**src/hdl/nfsa_pkg.sv**
```systemverilog
// Shared constants, codes and types of the next-fit slot allocator.
package nfsa_pkg;

   localparam int MAX_SLOTS_DEF = 256;   // default size of the slot map
   localparam int SLOT_LIMIT    = 256;   // slots reachable by an 8-bit index
   localparam int WORD_W        = 32;    // map bits per memory word
   localparam int WORD_BITS     = 5;     // log2 of WORD_W
   localparam int IDX_W         = 8;     // slot index width
   localparam int CNT_W         = 9;     // slot count width

   localparam logic MODE_ALLOC   = 1'b0;
   localparam logic MODE_RELEASE = 1'b1;

   localparam logic [1:0] ST_OK       = 2'd0;
   localparam logic [1:0] ST_FULL     = 2'd1;
   localparam logic [1:0] ST_RANGE    = 2'd2;
   localparam logic [1:0] ST_NOT_USED = 2'd3;

   localparam logic REG_SLOT_COUNT = 1'b0;

   typedef struct packed {
      logic                 free_hit;
      logic [WORD_BITS-1:0] free_pos;
      logic                 used_hit;
      logic [WORD_BITS-1:0] used_pos;
   } eval_type;

endpackage

```
**src/hdl/next_fit_slot_allocator.sv**
```systemverilog
// Next-fit slot allocator: word-wide used map in memory, hint register and APB register port.
//
// A request is taken when start is high and busy is low; its result shows on the rsp_ ports
// for exactly one cycle, marked by rsp_strobe, and cannot be held off. The used map sits in a
// single-port memory of 32-bit words with a registered read, and every word visited passes
// through a read state and an evaluate state. An allocate visits words from the one that holds
// the hint up to the count and then, if needed, from word 0 below the hint; a request that
// fails its range check or meets a zero count is answered from idle. A release reads and
// checks the slot's word, which is all a release of a free slot takes; a slot that is freed
// then costs a read and an evaluate for each word the hint walk reads, at least the word that
// holds the hint. The next request may start in the cycle its predecessor's result is shown. The
// map reads as all free after reset with no clearing pass, since every word carries a valid
// flag.
module next_fit_slot_allocator #(
   parameter int MAX_SLOTS = nfsa_pkg::MAX_SLOTS_DEF
) (
   input  logic                           clock,
   input  logic                           reset,
   input  logic                           start,
   output logic                           busy,
   input  logic                           req_mode,
   input  logic [nfsa_pkg::IDX_W-1:0]     req_slot_index,
   output logic                           rsp_strobe,
   output logic [1:0]                     rsp_status,
   output logic [nfsa_pkg::IDX_W-1:0]     rsp_slot_index_res,
   input  logic                           psel,
   input  logic                           penable,
   input  logic                           pwrite,
   input  logic [2:0]                     paddr,
   input  logic [31:0]                    pwdata,
   output logic [31:0]                    prdata,
   output logic                           pready
);

   localparam int NSLOTS = (MAX_SLOTS < nfsa_pkg::SLOT_LIMIT) ? MAX_SLOTS
                                                               : nfsa_pkg::SLOT_LIMIT;
   localparam int WORDS  = (NSLOTS + nfsa_pkg::WORD_W - 1) / nfsa_pkg::WORD_W;
   localparam int WA     = (WORDS > 1) ? $clog2(WORDS) : 1;
   localparam int CW     = nfsa_pkg::CNT_W;
   localparam int BW     = nfsa_pkg::WORD_BITS;

   localparam logic REG_SLOT_COUNT_IDX = nfsa_pkg::REG_SLOT_COUNT;

   localparam logic [2:0] S_IDLE = 3'd0;
   localparam logic [2:0] S_ARD  = 3'd1;
   localparam logic [2:0] S_AEV  = 3'd2;
   localparam logic [2:0] S_RRD  = 3'd3;
   localparam logic [2:0] S_REV  = 3'd4;
   localparam logic [2:0] S_WRD  = 3'd5;
   localparam logic [2:0] S_WEV  = 3'd6;

   logic [CW-1:0]                 slot_count_ff;
   logic [2:0]                    state_ff, state_in;
   logic [WA-1:0]                 addr_ff, addr_in;
   logic [CW-1:0]                 lo_ff, lo_in;
   logic [CW-1:0]                 hi_ff, hi_in;
   logic [BW-1:0]                 top_ff, top_in;
   logic                          wrap_ff, wrap_in;
   logic [nfsa_pkg::IDX_W-1:0]    hint_ff, hint_in;
   logic [nfsa_pkg::IDX_W-1:0]    idx_ff, idx_in;
   logic                          rsp_strobe_ff, rsp_strobe_in;
   logic [1:0]                    rsp_status_ff, rsp_status_in;
   logic [nfsa_pkg::IDX_W-1:0]    rsp_slot_ff, rsp_slot_in;

   logic [nfsa_pkg::WORD_W-1:0]   map_mem [WORDS];
   logic [nfsa_pkg::WORD_W-1:0]   rd_data_ff;
   logic                          rd_vld_ff;
   logic                          word_valid_ff [WORDS];
   logic                          mem_re, mem_we;
   logic [nfsa_pkg::WORD_W-1:0]   mem_wdata;
   logic [nfsa_pkg::WORD_W-1:0]   word_data;

   logic [CW-1:0]                 count_eff;
   logic [nfsa_pkg::IDX_W-1:0]    hint_norm;
   logic                          accept;
   logic                          cfg_write;
   nfsa_pkg::eval_type            eval;

   assign count_eff = (slot_count_ff > CW'(NSLOTS)) ? CW'(NSLOTS) : slot_count_ff;
   assign hint_norm = ({1'b0, hint_ff} >= count_eff) ? '0 : hint_ff;
   assign accept    = start && !busy;
   assign busy      = (state_ff != S_IDLE);
   assign cfg_write = psel && penable && pwrite && pready;

   // Register port.
   assign pready = 1'b1;
   always_comb begin
      unique case (paddr[2])
         REG_SLOT_COUNT_IDX: prdata = {{(32 - CW){1'b0}}, slot_count_ff};
         default:            prdata = '0;
      endcase
   end

   always_ff @(posedge clock) begin
      if (reset) begin
         slot_count_ff <= CW'(256);
      end else if (cfg_write && paddr[2] == REG_SLOT_COUNT_IDX) begin
         slot_count_ff <= pwdata[CW-1:0];
      end
   end

   // Map memory; a word never written reads as all free.
   assign mem_re    = (state_ff == S_ARD) || (state_ff == S_RRD) || (state_ff == S_WRD);
   assign word_data = rd_vld_ff ? rd_data_ff : '0;

   always_ff @(posedge clock) begin
      if (mem_we) begin
         map_mem[addr_ff] <= mem_wdata;
      end
      if (mem_re) begin
         rd_data_ff <= map_mem[addr_ff];
         rd_vld_ff  <= word_valid_ff[addr_ff];
      end
   end

   always_ff @(posedge clock) begin
      if (reset) begin
         for (int w = 0; w < WORDS; w++) begin
            word_valid_ff[w] <= 1'b0;
         end
      end else if (mem_we) begin
         word_valid_ff[addr_ff] <= 1'b1;
      end
   end

   nfsa_word_eval #(
      .ADDR_W (WA)
   ) u_eval (
      .word_data (word_data),
      .word_addr (addr_ff),
      .lo        (lo_ff),
      .hi        (hi_ff),
      .top       (top_ff),
      .result    (eval)
   );

   // Sequencer.
   always_comb begin
      logic [CW-1:0] hit_slot;
      logic [CW-1:0] hit_next;
      logic [CW-1:0] run_start;
      logic [WA-1:0] last_addr;

      state_in      = state_ff;
      addr_in       = addr_ff;
      lo_in         = lo_ff;
      hi_in         = hi_ff;
      top_in        = top_ff;
      wrap_in       = wrap_ff;
      hint_in       = hint_ff;
      idx_in        = idx_ff;
      rsp_strobe_in = 1'b0;
      rsp_status_in = rsp_status_ff;
      rsp_slot_in   = rsp_slot_ff;
      mem_we        = 1'b0;
      mem_wdata     = word_data;

      hit_slot  = CW'({addr_ff, eval.free_pos});
      hit_next  = hit_slot + CW'(1);
      run_start = CW'({addr_ff, eval.used_pos}) + CW'(1);
      last_addr = WA'((hi_ff - CW'(1)) >> BW);

      unique case (state_ff)
         S_IDLE: begin
            if (accept) begin
               hint_in = hint_norm;
               idx_in  = req_slot_index;
               if (req_mode == nfsa_pkg::MODE_ALLOC) begin
                  if (count_eff == '0) begin
                     rsp_strobe_in = 1'b1;
                     rsp_status_in = nfsa_pkg::ST_FULL;
                     rsp_slot_in   = '0;
                  end else begin
                     // First pass covers hint up to the count, the wrap pass below the hint.
                     lo_in    = CW'(hint_norm);
                     hi_in    = count_eff;
                     wrap_in  = 1'b0;
                     addr_in  = WA'(hint_norm >> BW);
                     state_in = S_ARD;
                  end
               end else begin
                  if ({1'b0, req_slot_index} >= count_eff) begin
                     rsp_strobe_in = 1'b1;
                     rsp_status_in = nfsa_pkg::ST_RANGE;
                     rsp_slot_in   = '0;
                  end else begin
                     addr_in  = WA'(req_slot_index >> BW);
                     state_in = S_RRD;
                  end
               end
            end
         end
         S_ARD: begin
            state_in = S_AEV;
         end
         S_AEV: begin
            if (eval.free_hit) begin
               mem_we                  = 1'b1;
               mem_wdata[eval.free_pos] = 1'b1;
               hint_in       = (hit_next < count_eff) ? hit_next[nfsa_pkg::IDX_W-1:0] : '0;
               rsp_strobe_in = 1'b1;
               rsp_status_in = nfsa_pkg::ST_OK;
               rsp_slot_in   = hit_slot[nfsa_pkg::IDX_W-1:0];
               state_in      = S_IDLE;
            end else if (addr_ff == last_addr) begin
               if (!wrap_ff && hint_ff != '0) begin
                  lo_in    = '0;
                  hi_in    = CW'(hint_ff);
                  wrap_in  = 1'b1;
                  addr_in  = '0;
                  state_in = S_ARD;
               end else begin
                  rsp_strobe_in = 1'b1;
                  rsp_status_in = nfsa_pkg::ST_FULL;
                  rsp_slot_in   = '0;
                  state_in      = S_IDLE;
               end
            end else begin
               addr_in  = addr_ff + WA'(1);
               state_in = S_ARD;
            end
         end
         S_RRD: begin
            state_in = S_REV;
         end
         S_REV: begin
            if (!word_data[idx_ff[BW-1:0]]) begin
               rsp_strobe_in = 1'b1;
               rsp_status_in = nfsa_pkg::ST_NOT_USED;
               rsp_slot_in   = '0;
               state_in      = S_IDLE;
            end else begin
               // The freed word is written here; the walk then reads from the word that holds the hint.
               mem_we                    = 1'b1;
               mem_wdata[idx_ff[BW-1:0]] = 1'b0;
               addr_in  = WA'(hint_ff >> BW);
               top_in   = hint_ff[BW-1:0];
               state_in = S_WRD;
            end
         end
         S_WRD: begin
            state_in = S_WEV;
         end
         S_WEV: begin
            if (eval.used_hit) begin
               // A used bit right at the top leaves the hint where it is.
               if (eval.used_pos != top_ff) begin
                  hint_in = run_start[nfsa_pkg::IDX_W-1:0];
               end
               rsp_strobe_in = 1'b1;
               rsp_status_in = nfsa_pkg::ST_OK;
               rsp_slot_in   = '0;
               state_in      = S_IDLE;
            end else begin
               hint_in = nfsa_pkg::IDX_W'({addr_ff, {BW{1'b0}}});
               if (addr_ff == '0) begin
                  rsp_strobe_in = 1'b1;
                  rsp_status_in = nfsa_pkg::ST_OK;
                  rsp_slot_in   = '0;
                  state_in      = S_IDLE;
               end else begin
                  addr_in  = addr_ff - WA'(1);
                  top_in   = {BW{1'b1}};
                  state_in = S_WRD;
               end
            end
         end
         default: begin
            state_in = S_IDLE;
         end
      endcase
   end

   always_ff @(posedge clock) begin
      if (reset) begin
         state_ff      <= S_IDLE;
         hint_ff       <= '0;
         rsp_strobe_ff <= 1'b0;
      end else begin
         state_ff      <= state_in;
         hint_ff       <= hint_in;
         rsp_strobe_ff <= rsp_strobe_in;
      end
   end

   always_ff @(posedge clock) begin
      addr_ff       <= addr_in;
      lo_ff         <= lo_in;
      hi_ff         <= hi_in;
      top_ff        <= top_in;
      wrap_ff       <= wrap_in;
      idx_ff        <= idx_in;
      rsp_status_ff <= rsp_status_in;
      rsp_slot_ff   <= rsp_slot_in;
   end

   assign rsp_strobe         = rsp_strobe_ff;
   assign rsp_status         = rsp_status_ff;
   assign rsp_slot_index_res = rsp_slot_ff;

endmodule

```
**src/hdl/nfsa_word_eval.sv**
```systemverilog
// Evaluation of one map word: lowest free slot in a window and highest used bit at or below a limit.
module nfsa_word_eval #(
   parameter int ADDR_W = 3
) (
   input  logic [nfsa_pkg::WORD_W-1:0]    word_data,
   input  logic [ADDR_W-1:0]              word_addr,
   input  logic [nfsa_pkg::CNT_W-1:0]     lo,
   input  logic [nfsa_pkg::CNT_W-1:0]     hi,
   input  logic [nfsa_pkg::WORD_BITS-1:0] top,
   output nfsa_pkg::eval_type             result
);

   always_comb begin
      logic [nfsa_pkg::CNT_W-1:0] slot;
      result = '0;
      // Descending, so the lowest free slot inside the window wins.
      for (int b = nfsa_pkg::WORD_W - 1; b >= 0; b--) begin
         slot = nfsa_pkg::CNT_W'({word_addr, nfsa_pkg::WORD_BITS'(b)});
         if (!word_data[b] && slot >= lo && slot < hi) begin
            result.free_hit = 1'b1;
            result.free_pos = nfsa_pkg::WORD_BITS'(b);
         end
      end
      // Ascending, so the highest used bit at or below top wins.
      for (int b = 0; b < nfsa_pkg::WORD_W; b++) begin
         if (word_data[b] && nfsa_pkg::WORD_BITS'(b) <= top) begin
            result.used_hit = 1'b1;
            result.used_pos = nfsa_pkg::WORD_BITS'(b);
         end
      end
   end

endmodule

```
**config.mk**
```make
export PLATFORM = sky130hd
export DESIGN_NAME = next_fit_slot_allocator
export DESIGN_NICKNAME = d
export VERILOG_FILES = /design/src/hdl/nfsa_pkg.sv /design/src/hdl/next_fit_slot_allocator.sv /design/src/hdl/nfsa_word_eval.sv
export SDC_FILE = /design/constraint.sdc
export NUM_CORES = 1
export LEC_CHECK = 0
export BUFFER_PORTS_ARGS = -buffer_cell sky130_fd_sc_hd__buf_4
export CAP_MARGIN = 40
export CORE_MARGIN = 2
export CORE_UTILIZATION = 55
export DETAILED_ROUTE_END_ITERATION = 12
export GPL_TIMING_DRIVEN = 0
export PLACE_DENSITY_LB_ADDON = 0.25
export SLEW_MARGIN = 5
export SYNTH_ARGS = -nofsm -noshare
export SYNTH_HDL_FRONTEND = slang
export SYNTH_HIERARCHICAL = 1
export SYNTH_SLANG_ARGS = --single-unit
```
**constraint.sdc**
```tcl
create_clock -name clock -period 17.2 [get_ports clock]
set_input_delay 0.86 -clock clock [delete_from_list [all_inputs] [get_ports clock]]
set_output_delay 0.86 -clock clock [all_outputs]
set_load 0.02 [all_outputs]
```
==> reports/results.ini <==
[synth]
synth-simple-area-share_pct = 12.7
yosys.area.top_type = edfxtp_1
seq_area_frac_synth_pct = 57.2
synth.area.top_cells = edfxtp_1 54%, a22oi_1 5.6%, dfxtp_1 3.2%
muxShareOfSynthArea_pct = 1.01
synth_top_area_share_pct = 54.1
async_reset_ff_share_pct = 0
syn_area_per_cell_um2 = 11.7
synth_cell_type_count = 97
yosys_most_used_dff = edfxtp_1
synth_compound_area_share_pct = 20.7
synth-edff-count = 330
synth_warnings = 6
synth_top_family_by_area = compound AO/OA/AOI/OAI gates
synthCells = 1569
yosys_register_bits = 359
synthAdderAreaFrac_pct = 2.73
synth.cell_area_um2 = 18300
synth_xor_area_share_pct = 1.00

[placed_design]
port_buffers = 45
dpl.hpwl_um = 43300
gp_congestion = 1.03

[worst_setup_path]
arrival_ns = 6.94
crit_slowest_cell = edfxtp_1
cp.required_ns = 17.69
critPathMaxStageDelay_ns = 0.46
path_max_fanout = 10
worstSetupPathType = flip-flop to flip-flop
r2r_cells = 23
cp-start-kind = flip-flop
cpMostUsedCell = clkbuf_1
cp-end-kind = flip-flop
path_cells = ha_1 > a211oi_2 > or2_0 > buf_6 > clkbuf_1 > o311ai_0 > o211ai_1 > o21ai_0 > nand3b_1 > nor2b_1 > clkbuf_1 > and3_1 > clkbuf_1 > nand4_1 > xnor2_1 > ha_1 > a21o_1 > a2111oi_2 > o31ai_1 > buf_2 > o221ai_1 > a21o_1 > a32o_1

[power_and_ir_drop]
leakagePower_uw = 0.00720
fin_total_pwr_uw = 2660
p_int_uw = 1730
power.switching_uw = 930
p_sw_share_pct = 35.0
p_seq_share_pct = 40.6
combPwrFrac_pct = 31.8
p_per_area_nw_per_um2 = 127
clkPwrFrac_pct = 27.6
vdd_drop_max_v = 0.000117

[clock_tree]
cts-root-buf = clkbuf_16
cts_setup_buffers = 0
ctsHoldBuffers = 0
cts_tree = done
clk_pin_slew_ns = 0.06
numCtsBuffers = 37
cts.sinks = 359
clk_latency_ns = 0.55
cts_resized = 0
clk_path_buf_depth = 3
htreeDepth = 2

[sta]
skew_ns = 0.0260
tns_ns = 0
fin_crit_sh_pct = 37.5
fin_crit_ns = 6.46
rsz0062_at_grt = no
final_hold_viol_count = 0
slew-limit-headroom_pct = 33.7
max_freq_mhz = 155
worst_pin_slew_ns = 0.994
final_max_slew_viol_count = 0
setup-violations-final = 0

[die]
io-pin-count = 95
row_count = 66
initial_utilization_pct = 56.1
die_h_um = 187
coreArea_um2 = 32700
die_w_um = 187
die-area_um2 = 34800

[route]
post_drt_via_cell_ratio = 6.68
routed_wl_um = 58800
vias = 14523
drt_first_pass_iters = 6
drt_iter0_drc = 1684
drtAntennaViolNets = 0
drc_errors = 0
wl_per_cell_um = 27.0

[global_routing]
grt_start_max_net_pins = 21
grt_use_total_pct = 33.5
grt_pass1_wl_um = 87900
grt_antenna_before_repair = 0
grt_pass1_vias = 14177
grt.overflow.total = 0

[run]
drv_cap = 0

[final_layout]
final_util_pct = 63.9
finalNetCount = 1798
n_antenna_cell = 0
syn_to_final_growth_pct = 14.0
drive_gt1_share_pct = 13.4

[worst_hold_path]
hold_path_class = flip-flop to flip-flop
min_delay_path_depth = 2

[outcome]
status = completed

-- critical path: cells and delay by family, from the launching register on --
family | cells | cell delay (ns)
DFF | 1 | 0.46
adders and majority gates | 2 | 0.69
and+or+nand+nor | 5 | 1.01
buffers and inverters | 5 | 1.63
AOI/OAI and AO/OA | 10 | 2.31
xor gates and xnor gates | 1 | 0.27
-- cell usage in the layout, fill, tap and decap left out, types with 10 or more instances in the layout --
cell | synthesis | layout
o21a_1 | 15 | 15
nand4_1 | 46 | 46
o21ai_0 | 49 | 49
clkbuf_16 | 0 | 37
o22ai_1 | 12 | 12
inv_1 | 48 | 48
nor2b_1 | 19 | 19
ha_1 | 40 | 40
and2_1 | 40 | 40
a31oi_1 | 42 | 42
nor3b_1 | 12 | 12
a22oi_1 | 136 | 136
a211oi_1 | 18 | 18
edfxtp_1 | 330 | 330
a21o_1 | 13 | 13
a21oi_1 | 100 | 98
or2_2 | 12 | 12
clkbuf_1 | 63 | 78
o211ai_1 | 23 | 23
nand3_1 | 22 | 22
xor2_1 | 10 | 10
nor3_1 | 35 | 34
and3_1 | 18 | 18
nor4_1 | 10 | 10
buf_2 | 27 | 35
nand2_1 | 84 | 84
dfxtp_1 | 29 | 29
conb_1 | 2 | 28
nor2_1 | 58 | 58
xnor2_1 | 11 | 11
nand2b_1 | 16 | 16
buf_4 | 26 | 79
-- layer usage --
metal | track usage (%) | up-vias | wire length [µm]
met5 | 0 | - | 0
li1 | - | 6454 | -
met4 | 14.8 | 0 | 2590
met2 | 56.3 | 847 | 28500
met3 | 5.15 | 166 | 4750
met1 | 43.3 | 7056 | 22900
-- sequential cells by signal, summed over array words and instances (netlist names) --
| name | cells |
|---|---|
| rsp_status | 2 |
| hi_ff | 9 |
| rsp_strobe | 1 |
| wrap_ff | 1 |
| lo_ff | 8 |
| rd_data_ff | 32 |
| rd_vld_ff | 1 |
| rsp_slot_index_res | 8 |
| hint_ff | 8 |
| word_valid_ff | 8 |
| map_mem | 256 |
| idx_ff | 5 |
| addr_ff | 3 |
| top_ff | 5 |
| state_ff | 3 |
| slot_count_ff | 9 |
-- final cells by class --
| class | count | area [µm²] |
|---|---|---|
| sequential | 359 | 10500 |
| tap | 442 | 553 |
| timing repair buffer | 74 | 721 |
| clock buffer | 52 | 982 |
| fill | 2534 | 11800 |
| multi-input combinational | 1057 | 7210 |
| buffer | 129 | 653 |
| inverter | 50 | 188 |
| clock inverter | 12 | 86.3 |
-- synthesized netlist by cell type, drive strengths merged (11+ instances only) --
library cell and count:
o21ai 53, ha 40, dfxtp 29, o21a 15
a22oi 136, a21boi 11, clkbuf 63, nor4 11
nor3 35, a31oi 42, edfxtp 330, nor2b 19
buf 66, xnor2 11, nand2b 16, or2 14
a211oi 21, nand4 46, a21oi 101, nand2 84
o211ai 24, and2 40, inv 49, a21o 13
nor3b 12, and3 18, nor2 59, o22ai 12
nand3 22
-- final timing paths --
check                                      from                       endpoint  slack (ns)
setup / recovery           addr_ff[1]$_DFFE_PP_        hint_ff[3]$_SDFFE_PP0P_       10.74
hold reg to reg   slot_count_ff[5]$_SDFFE_PP0P_  slot_count_ff[5]$_SDFFE_PP0P_        0.49
setup reg to reg           addr_ff[1]$_DFFE_PP_        hint_ff[3]$_SDFFE_PP0P_       10.74
hold / removal    slot_count_ff[5]$_SDFFE_PP0P_  slot_count_ff[5]$_SDFFE_PP0P_        0.49
-- logic make-up (layout without fill, tap and decap cells) --
logic type	count (synthesis)	after routing
XOR/XNOR	21	21
AO/OA/AOI/OAI	533	533
adder cells (fa/ha/maj)	40	40
other	2	28
flip-flops	359	359
buffers and inverters	179	317
multiplexers	14	14
AND/OR/NAND/NOR	421	421
-- power groups by stage --
stage                     sequential (µW)  combinational, µW  clock [µW]
after global placement               1100                775           0
after global routing                 1080                902         763
after detailed placement             1100                815           0
after floorplan                      1090                513           0
after CTS                            1080                820         733
final                                1080                845         733
-- stage by stage --
step | area (µm²) | worst slack [ns] | instances | hold slack [ns]
CTS | 20900 | 10.65 | 2173 | 0.486
detailed placement | 19800 | 10.70 | 2109 | 0.479
finish | 20900 | 10.74 | 2175 | 0.487
global placement | 19300 | 8.00 | 2082 | 0.477
global route | 20900 | 10.43 | 2175 | 0.515
floorplan | 18400 | 11.47 | 1595 | 0.457
(Power assumes the default switching activity.)
